### src/design/mec_pkg.sv
// Package with the types and constants of the multiset equality block.
package mec_pkg;

    // Field widths of the streams and the default capacity.
    localparam int VALUE_W          = 32;
    localparam int IN_DATA_W        = 64;
    localparam int OUT_DATA_W       = 8;
    localparam int MAX_ELEMENTS_DEF = 64;

    // Controller states.
    typedef enum logic [2:0] {
        S_LOAD,
        S_CLR,
        S_RDA,
        S_RDB,
        S_CMP,
        S_OUT
    } t_state;

    // Commands from the controller to the datapath.
    typedef struct packed {
        logic store;
        logic drop;
        logic clr_wr;
        logic rd_a;
        logic rd_b;
        logic claim;
        logic j_zero;
        logic j_inc;
        logic i_zero;
        logic i_inc;
        logic set_eq;
        logic set_ne;
        logic restart;
    } t_cmd;

    // Status from the datapath to the controller.
    typedef struct packed {
        logic full;
        logic j_last;
        logic i_last;
        logic hit;
    } t_sts;

endpackage

### src/design/mec_ctrl.sv
// Controller state machine of the multiset equality block.
module mec_ctrl (
    input  logic          i_clk,
    input  logic          i_rst_n,
    input  logic          s_axis_tvalid,
    input  logic          s_axis_tlast,
    output logic          s_axis_tready,
    output logic          m_axis_tvalid,
    input  logic          m_axis_tready,
    input  mec_pkg::t_sts i_sts,
    output mec_pkg::t_cmd o_cmd
);
    import mec_pkg::*;

    t_state r_state;
    t_state n_state;

    // State register.
    always_ff @(posedge i_clk) begin
        if (!i_rst_n) begin
            r_state <= S_LOAD;
        end else begin
            r_state <= n_state;
        end
    end

    // Next state and commands.
    always_comb begin
        n_state       = r_state;
        o_cmd         = '0;
        s_axis_tready = 1'b0;
        m_axis_tvalid = 1'b0;
        case (r_state)
            S_LOAD: begin
                s_axis_tready = 1'b1;
                if (s_axis_tvalid) begin
                    o_cmd.store = !i_sts.full;
                    o_cmd.drop  = i_sts.full;
                    if (s_axis_tlast) begin
                        o_cmd.j_zero = 1'b1;
                        n_state      = S_CLR;
                    end
                end
            end
            S_CLR: begin
                // Sweep the claimed flags of the stored entries to zero.
                o_cmd.clr_wr = 1'b1;
                o_cmd.j_inc  = 1'b1;
                if (i_sts.j_last) begin
                    o_cmd.j_zero = 1'b1;
                    o_cmd.i_zero = 1'b1;
                    n_state      = S_RDA;
                end
            end
            S_RDA: begin
                o_cmd.rd_a = 1'b1;
                n_state    = S_RDB;
            end
            S_RDB: begin
                o_cmd.rd_b = 1'b1;
                n_state    = S_CMP;
            end
            S_CMP: begin
                if (i_sts.hit) begin
                    o_cmd.claim  = 1'b1;
                    o_cmd.i_inc  = 1'b1;
                    o_cmd.j_zero = 1'b1;
                    if (i_sts.i_last) begin
                        o_cmd.set_eq = 1'b1;
                        n_state      = S_OUT;
                    end else begin
                        n_state = S_RDA;
                    end
                end else if (i_sts.j_last) begin
                    o_cmd.set_ne = 1'b1;
                    n_state      = S_OUT;
                end else begin
                    o_cmd.j_inc = 1'b1;
                    n_state     = S_RDB;
                end
            end
            S_OUT: begin
                m_axis_tvalid = 1'b1;
                if (m_axis_tready) begin
                    o_cmd.restart = 1'b1;
                    n_state       = S_LOAD;
                end
            end
            default: begin
                n_state = S_LOAD;
            end
        endcase
    end

endmodule

### src/design/mec_datapath.sv
// Datapath of the multiset equality block: element stores, counters, compare.
module mec_datapath #(
    parameter int MAX_ELEMENTS = mec_pkg::MAX_ELEMENTS_DEF
) (
    input  logic                           i_clk,
    input  logic                           i_rst_n,
    input  logic [mec_pkg::VALUE_W-1:0]    i_value_a,
    input  logic [mec_pkg::VALUE_W-1:0]    i_value_b,
    input  mec_pkg::t_cmd                  i_cmd,
    output mec_pkg::t_sts                  o_sts,
    output logic [mec_pkg::OUT_DATA_W-1:0] o_result
);
    import mec_pkg::*;

    localparam int IDX_W = $clog2(MAX_ELEMENTS);
    localparam int CNT_W = $clog2(MAX_ELEMENTS + 1);

    logic [VALUE_W-1:0] mem_a [MAX_ELEMENTS];
    logic [VALUE_W-1:0] mem_b [MAX_ELEMENTS];
    logic               mem_c [MAX_ELEMENTS];

    logic [CNT_W-1:0]   r_count;
    logic [CNT_W-1:0]   n_count;
    logic               r_ovf;
    logic               n_ovf;
    logic [IDX_W-1:0]   r_i;
    logic [IDX_W-1:0]   n_i;
    logic [IDX_W-1:0]   r_j;
    logic [IDX_W-1:0]   n_j;
    logic               r_equal;
    logic [VALUE_W-1:0] r_rd_a;
    logic [VALUE_W-1:0] r_rd_b;
    logic               r_rd_c;

    // Counter updates.
    always_comb begin
        n_count = r_count;
        n_ovf   = r_ovf;
        n_i     = r_i;
        n_j     = r_j;
        if (i_cmd.store) begin
            n_count = r_count + CNT_W'(1);
        end
        if (i_cmd.drop) begin
            n_ovf = 1'b1;
        end
        if (i_cmd.restart) begin
            n_count = '0;
            n_ovf   = 1'b0;
        end
        if (i_cmd.i_zero) begin
            n_i = '0;
        end else if (i_cmd.i_inc) begin
            n_i = r_i + IDX_W'(1);
        end
        if (i_cmd.j_zero) begin
            n_j = '0;
        end else if (i_cmd.j_inc) begin
            n_j = r_j + IDX_W'(1);
        end
    end

    always_ff @(posedge i_clk) begin
        if (!i_rst_n) begin
            r_count <= '0;
            r_ovf   <= 1'b0;
            r_i     <= '0;
            r_j     <= '0;
        end else begin
            r_count <= n_count;
            r_ovf   <= n_ovf;
            r_i     <= n_i;
            r_j     <= n_j;
        end
    end

    // Element stores, written during loading.
    always_ff @(posedge i_clk) begin
        if (i_cmd.store) begin
            mem_a[r_count[IDX_W-1:0]] <= i_value_a;
            mem_b[r_count[IDX_W-1:0]] <= i_value_b;
        end
        if (i_cmd.rd_a) begin
            r_rd_a <= mem_a[r_i];
        end
        if (i_cmd.rd_b) begin
            r_rd_b <= mem_b[r_j];
        end
    end

    // Claimed flags: cleared by a sweep, set when an element is matched.
    always_ff @(posedge i_clk) begin
        if (i_cmd.clr_wr || i_cmd.claim) begin
            mem_c[r_j] <= i_cmd.claim;
        end
        if (i_cmd.rd_b) begin
            r_rd_c <= mem_c[r_j];
        end
    end

    // Result flag.
    always_ff @(posedge i_clk) begin
        if (i_cmd.set_eq) begin
            r_equal <= 1'b1;
        end else if (i_cmd.set_ne) begin
            r_equal <= 1'b0;
        end
    end

    assign o_sts.full   = (r_count == CNT_W'(MAX_ELEMENTS));
    assign o_sts.j_last = ((CNT_W'(r_j) + CNT_W'(1)) == r_count);
    assign o_sts.i_last = ((CNT_W'(r_i) + CNT_W'(1)) == r_count);
    assign o_sts.hit    = !r_rd_c && (r_rd_a == r_rd_b);

    assign o_result = {{(OUT_DATA_W - 2){1'b0}}, r_ovf, r_equal};

endmodule

### src/design/multiset_equality_check.sv
// Top level of the multiset equality block.
// Pairs of signed 32-bit values arrive one per cycle while the block is loading
// and are stored in order; the pair marked by tlast closes the run and starts
// the comparison. Up to MAX_ELEMENTS pairs are kept, later ones are dropped and
// reported through the overflow bit. The block first clears the claimed flags
// of the stored pairs, then for each element of the first set reads it and
// inspects the elements of the second set in turn (one memory read, one
// compare each), stopping at the first free match. The result is a mismatch as
// soon as an element of the first set finds no partner, equality once all have
// found one. No new pair is taken from the closing pair until the result has
// been taken.
module multiset_equality_check #(
    parameter int MAX_ELEMENTS = mec_pkg::MAX_ELEMENTS_DEF
) (
    input  logic                           i_clk,
    input  logic                           i_rst_n,
    input  logic                           s_axis_tvalid,
    output logic                           s_axis_tready,
    // [31:0] value_a, [63:32] value_b
    input  logic [mec_pkg::IN_DATA_W-1:0]  s_axis_tdata,
    // last_pair
    input  logic                           s_axis_tlast,
    output logic                           m_axis_tvalid,
    input  logic                           m_axis_tready,
    // [0] sets_equal, [1] overflow, [7:2] zero
    output logic [mec_pkg::OUT_DATA_W-1:0] m_axis_tdata
);
    import mec_pkg::*;

    t_cmd cmd;
    t_sts sts;

    mec_ctrl u_ctrl (
        .i_clk         (i_clk),
        .i_rst_n       (i_rst_n),
        .s_axis_tvalid (s_axis_tvalid),
        .s_axis_tlast  (s_axis_tlast),
        .s_axis_tready (s_axis_tready),
        .m_axis_tvalid (m_axis_tvalid),
        .m_axis_tready (m_axis_tready),
        .i_sts         (sts),
        .o_cmd         (cmd)
    );

    mec_datapath #(
        .MAX_ELEMENTS (MAX_ELEMENTS)
    ) u_datapath (
        .i_clk     (i_clk),
        .i_rst_n   (i_rst_n),
        .i_value_a (s_axis_tdata[VALUE_W-1:0]),
        .i_value_b (s_axis_tdata[2*VALUE_W-1:VALUE_W]),
        .i_cmd     (cmd),
        .o_sts     (sts),
        .o_result  (m_axis_tdata)
    );

endmodule

### config.mk
export PLATFORM = sky130hd
export DESIGN_NAME = multiset_equality_check
export DESIGN_NICKNAME = d
export VERILOG_FILES = /design/src/design/mec_pkg.sv /design/src/design/mec_ctrl.sv /design/src/design/mec_datapath.sv /design/src/design/multiset_equality_check.sv
export SDC_FILE = /design/constraint.sdc
export NUM_CORES = 2
export LEC_CHECK = 0
export BUFFER_PORTS_ARGS = -buffer_cell sky130_fd_sc_hd__clkbuf_2
export CORE_MARGIN = 4
export CORE_UTILIZATION = 50
export DETAILED_ROUTE_END_ITERATION = 8
export PLACE_DENSITY = 0.76
export SLEW_MARGIN = 30
export SYNTH_ARGS = -nofsm -noshare
export SYNTH_HDL_FRONTEND = slang
export SYNTH_MEMORY_MAX_BITS = 65536
export SYNTH_SLANG_ARGS = --single-unit
### constraint.sdc
create_clock -name i_clk -period 5 [get_ports i_clk]
set_clock_uncertainty 0.2 [all_clocks]
set_input_delay 0.5 -clock i_clk [delete_from_list [all_inputs] [get_ports i_clk]]
set_output_delay 0.5 -clock i_clk [all_outputs]
set_load 0.1 [all_outputs]
==> After elaboration in Yosys (flattened, before gate mapping) <==
Memory sizes are Yosys's and may differ from the RTL's. A register that Yosys moved wholly into a read port is not among the register bits.
Index checks and enable logic that the tools add are counted.
{ "word_totals": {"regBits": 24, "mem_bits_rw": 4160, "input_bits": 69, "output_inout_bits": 10, "elab_cells": 72, "n_memories": 3} }
{ "memory_table": {"columns": ["memory", "words", "word_bits", "rd", "rd_clocked_by_memory_dff", "wr", "line_no", "text"], "rows": [
  ["u_datapath.mem_a", 64, 32, 1, 1, 1, "mec_datapath.sv:18", "logic [VALUE_W-1:0] mem_a [MAX_ELEMENTS];"],
  ["u_datapath.mem_b", 64, 32, 1, 1, 1, "mec_datapath.sv:19", "logic [VALUE_W-1:0] mem_b [MAX_ELEMENTS];"],
  ["u_datapath.mem_c", 64, 1, 1, 1, 1, "mec_datapath.sv:20", "logic mem_c [MAX_ELEMENTS];"]
]} }
{ "classes": {"n_addsub": 5, "n_eq_ne": 13, "mux": 35, "bitwise_logic": 1, "reduce_logical": 9} }
{ "ops": {"columns": ["op", "n"], "rows": [
  ["32-bit equality test", 1],
  ["3-bit 2-to-1 mux", 8],
  ["1-bit 2-to-1 mux", 20],
  ["3-bit case mux with 6 select lines", 1],
  ["6-bit by 1-bit adder with 7-bit output, second input constant", 2],
  ["7-bit equality test", 2],
  ["6-bit by 1-bit adder with 6-bit output, second input constant", 2],
  ["2-bit 2-to-1 mux", 4],
  ["2-bit != test, second input constant", 4],
  ["7-bit by 1-bit adder with 7-bit output, second input constant", 1],
  ["7-bit equality test, second input constant", 1],
  ["3-bit by 2-bit equality test with 1-bit output, second input constant", 2],
  ["3-bit equality test, second input constant", 2],
  ["2-bit OR reduction", 3],
  ["4-bit AND reduction", 1],
  ["3-bit by 1-bit equality test with 1-bit output, second input constant", 1],
  ["3-bit logical NOT", 1],
  ["1-bit case mux with 3 select lines", 1],
  ["1-bit logical NOT", 2],
  ["1-bit case mux with 2 select lines", 1],
  ["1-bit logical AND", 1],
  ["1-bit logical OR", 1],
  ["1-bit inverter", 1]
]} }

==> Longest topological paths before layout <==
{ "logic_depth": {"ltp_word": 7, "ltp_mapped": 11, "depth_no_buf": 8} }

==> Modules after synthesis <==
Synthesis repeated with hierarchy kept, for this count alone.
{ "unflattened": {"cells_unflattened": 7892, "area_unflattened_um2": 163011.3} }
{ "by_module_without_submodules": {"columns": ["mod", "n_inst", "cells_per_inst", "area_per_inst_um2", "seq_area_each_um2"], "rows": [
  ["mec_datapath", 1, 7845, 162654.7, 127292.1],
  ["mec_ctrl", 1, 47, 356.6, 60.1]
]} }

==> Worst setup path after synthesis <==
Ideal clock, no wire load.
{ "synth_timing": {"path_type": "register to register", "start": "register u_ctrl.r_state[0]", "end": "memory u_datapath.mem_a[54][0], enable pin", "setup_ns": 0.487, "arrival_time_ns": 6.541, "required_time_ns": 4.313, "setup_slack_ns": -2.228, "stages_incl_launch_ff": 9, "n_path_buf": 2, "synth_period_minus_slack_ns": 7.228, "path_cell_list": "dfxtp_1 -> clkbuf_1 -> nor3_1 -> and2_1 -> nor2b_1 -> clkbuf_1 -> and2_1 -> nand3_1 -> nor2_1"} }
{ "synth_between": {"elab_chain_cells": 4} }
{ "synth_lines": {"columns": ["element", "line_no", "text"], "rows": [
  ["start, declared", "mec_ctrl.sv:15", "t_state r_state;"],
  ["start signal, assigned", "mec_ctrl.sv:23", "r_state <= n_state;"],
  ["3-bit logical NOT", "mec_ctrl.sv:33", "case (r_state)"],
  ["2-bit 2-to-1 mux", "mec_ctrl.sv:33", null],
  ["1-bit 2-to-1 mux", "mec_datapath.sv:79", "if (i_cmd.store) begin"],
  ["1-bit 2-to-1 mux (not written as such)", "mec_datapath.sv:80", "mem_a[r_count[IDX_W-1:0]] <= i_value_a;"],
  ["end, declared", "mec_datapath.sv:18", null]
]} }
Every way passes these cells.

==> Worst setup path after layout <==
{ "layout_timing": {"start": "register u_datapath.r_count[0]", "end": "memory u_datapath.mem_a[37][26], enable pin"} }
{ "layout_between": {"elab_chain_cells": 6} }
{ "layout_lines": {"columns": ["element", "line_no", "text"], "rows": [
  ["start, declared", "mec_datapath.sv:22", "logic [CNT_W-1:0] r_count;"],
  ["start signal, assigned", "mec_datapath.sv:70", "r_count <= n_count;"],
  ["7-bit equality test", "mec_datapath.sv:110", "assign o_sts.full = (r_count == CNT_W'(MAX_ELEMENTS));"],
  ["1-bit logical NOT", "mec_ctrl.sv:37", "o_cmd.store = !i_sts.full;"],
  ["2-bit 2-to-1 mux", "mec_ctrl.sv:36", "if (s_axis_tvalid) begin"],
  ["2-bit 2-to-1 mux", "mec_ctrl.sv:33", null],
  ["1-bit 2-to-1 mux", "mec_datapath.sv:79", null],
  ["1-bit 2-to-1 mux (not written as such)", "mec_datapath.sv:80", null]
]} }
Several ways; a longest one is shown, not always the timed one.

==> flow_summary.yaml <==
global_routing:
  grt_pass1_wl_um: 654000
  grt_pass1_vias: 84500
  grt_max_degree: 118
  track_usage_pct: 28.4
  grt_overflow_total: 0
  antenna_found_initial: 25
floorplanning:
  ios: 79
  row_count: 205
  die_area_um2: 324000
  start_util_pct: 50.4
  coreArea_um2: 313000
  die_w_um: 569
  die_h_um: 569
sta:
  finalSetupViolCount: 0
  rsz0062_at_grt: "no"
  fin_crit_ns: 4.18
  slew_headroom_pct: 26.6
  fmax_ghz: 0.239
  fin_crit_sh_pct: 83.6
  hold_violations: 0
  final_max_slew_viol_count: 0
  setup_ws_ns: 0.821
  worstMarginPinSlew_ns: 1.10
pwr:
  power_mw: 71.4
  power_density_nw_per_um2: 400
  p_leak_nw: 53.2
  ir_drop_v: 0.000324
final_layout:
  nFillCells: 21000
  synthToLayoutAreaGrowth_pct: 13.5
  layout-drive-gt1-share_pct: 21.2
  final_cell_mix: "edfxtp_1, a22oi_1, mux4_2, clkbuf_16, buf_4"
  layout_commonest_cell: "edfxtp_1"
  nets: 7691
  final_util_pct: 57.2
  final_area_um2: 179000
place:
  dp.final_hpwl_um: 228000
  dpl_worst_slack_ns: 1.09
  dpl-instance-area_um2: 165000
  io_buffers: 72
  gp_congestion: 0.859
critical_path:
  crit_type: "register to register"
  startpoint: "u_datapath.r_count[0]"
  path_cells: "inv_1 > ha_1 > nand3b_1 > nor2_1 > nor2b_1 > nand3_1 > nor2_4 > buf_4"
  path_buf_inv: 2
  crit_path_max_incr_delay_ns: 0.83
  worst-endpoint-required_ns: 5.33
  cp-start-kind: "register"
  path_max_fanout: 14
  crit_path_end_kind: "register"
  cp_slowest_cell: "nor2_4"
  reg2reg_slack_ns: 0.82
  critPathTopFamily: "simple AND/OR/NAND/NOR gates"
  cp.arrival_ns: 4.51
  r2r-start: "u_datapath.r_count[0]"
cts:
  cts_tree: "yes"
  cts_buffers: 395
  htree_levels: 5
  cts.sinks: 4249
  cts_setup_buffers: 0
  clkSlewWorstSetupHoldPaths_ns: 0.07
  clk-insertion-delay-late_ns: 0.94
  clockBufferDepth: 4
  cts_root_buf: "clkbuf_16"
  cts-resized-gates: 0
route:
  wirelength_um: 469000
  avgViaCountPerCell: 7.13
  dr.pass1.iters: 9
  routed.top_layer: "met5"
  vias: 86200
  ant_nets: 0
  routedWlPerCell_um: 38.7
  drc: 0
  wl_met1_um: 152000
  wl_met3_um: 69800
  wl_met2_um: 219000
  first_iter_violations: 16900
synthesis:
  ys_ff_latch: 4249
  synth_edf_count: 4225
  synth_area_leaders: "edfxtp_1, mux4_2, a22oi_1"
  synth.distinct_cells: 58
  yosysTopAreaCell: "edfxtp_1"
  yosysSeqAreaShare_pct: 80.8
  synth_top_area_share_pct: 80.5
  syn-instance-count: 7270
  synth_warnings: 0
  async_reset_ff_share_pct: 0
  syn_area_um2: 158000
  synth.avg_cell_area_um2: 21.7
  synth_ff_type: "edfxtp_1"
flow_run:
  maxCapViolCount: 0
run_status:
  status: "completed"
hold_path:
  hold_class: "primary input to register"
  hp-start: "s_axis_tdata[13]"
[synthesized netlist by cell type (18+ instances only)]
cell type,n
edfxtp_1,4225
a22oi_1,768
mux4_2,660
clkbuf_1,311
nor2_1,157
a221oi_1,150
a22o_1,146
a31oi_1,138
nand4_1,106
a21oi_1,91
buf_1,65
a41oi_1,49
buf_2,45
xnor2_1,42
buf_4,38
nand2_1,33
nor4_1,28
nand3_1,25
dfxtp_1,24
mux2i_1,19
o21ai_0,18
[state kept, by name, indices dropped and copies added, names as in the netlist, 3 cells and up]
name and flops:
u_datapath.mem_b 2048, u_datapath.r_rd_b 32, u_datapath.r_i 6, u_datapath.r_rd_a 32, u_ctrl.r_state 3, u_datapath.r_count 7
u_datapath.mem_c 64, u_datapath.r_j 6, u_datapath.mem_a 2048
[worst reg2reg max path: stages (launching register included)]
cell and delay (ns):
dfxtp_1 0.51, inv_1 0.14, ha_1 0.22, nand3b_1 0.10
nor2_1 0.08, nor2b_1 0.46, nand3_1 0.70, nor2_4 0.84
buf_4 0.51
[final cells by class]
class / count / area [um^2] / share of cell area, %
flip-flops and latches: 4249 / 127000 / 71.2
multi-input cells: 2551 / 28700 / 16.1
clock buffers: 479 / 10300 / 5.76
well taps: 4140 / 5180 / 2.90
repair buffers: 409 / 4610 / 2.58
clock inverters: 243 / 2460 / 1.38
diodes: 19 / 47.5 / 0.0266
inverters: 12 / 45.0 / 0.0252
[report_power, final]
group / leakage, nW / switching [mW] / total, mW / internal [mW]
sequential: 38.1 / 0.0688 / 39.3 / 39.3
clock: 6.20 / 13.3 / 30.1 / 16.8
combinational: 8.90 / 1.43 / 1.94 / 0.509
[per-layer routing]
| layer | GRT usage [%] | vias to the layer above |
|---|---|---|
| li1 | - | 32000 |
| met1 | 37.0 | 44200 |
| met2 | 43.9 | 8413 |
| met3 | 8.50 | 1560 |
| met4 | 14.5 | 14 |
| met5 | 0 | - |
[final timing paths]
path                                   end  depth (start not counted)
hold reg to reg         u_datapath.r_equal                          2
setup / recovery  u_datapath.mem_a[37][26]                          8
hold / removal    u_datapath.mem_a[48][13]                          2
setup reg to reg  u_datapath.mem_a[37][26]                          8
[what timing repair did]
action / CTS / global route
hold buffers: 10 / 33
endpoints found under the setup margin: 0 / 0
endpoints found under the hold margin: 132 / 2100
[logic make-up (layout without fill, tap and decap cells)]
logic type	after synthesis	count (layout)	share of synthesized area, %
simple gates	414	414	1.35
fa+ha+maj	4	4	0.0318
other cells	1	25	0.00238
flops	4249	4249	80.8
compound gates	1395	1395	6.63
buf+inv	475	1143	1.28
xor+xnor	48	48	0.267
mux	684	684	9.59
[stage by stage]
stage / setup TNS [ns] / hold slack, ns / instances
2_1_floorplan: -883.24 / 0.229 / 7275
3_3_place_gp: 0 / 0.259 / 11300
3_5_place_dp: 0 / 0.279 / 11300
4_1_cts: 0 / 0.00329 / 12000
5_1_grt: 0 / 0.0616 / 12100
6_report: 0 / 0.0417 / 12100
Power figures use the tool's default switching activity.
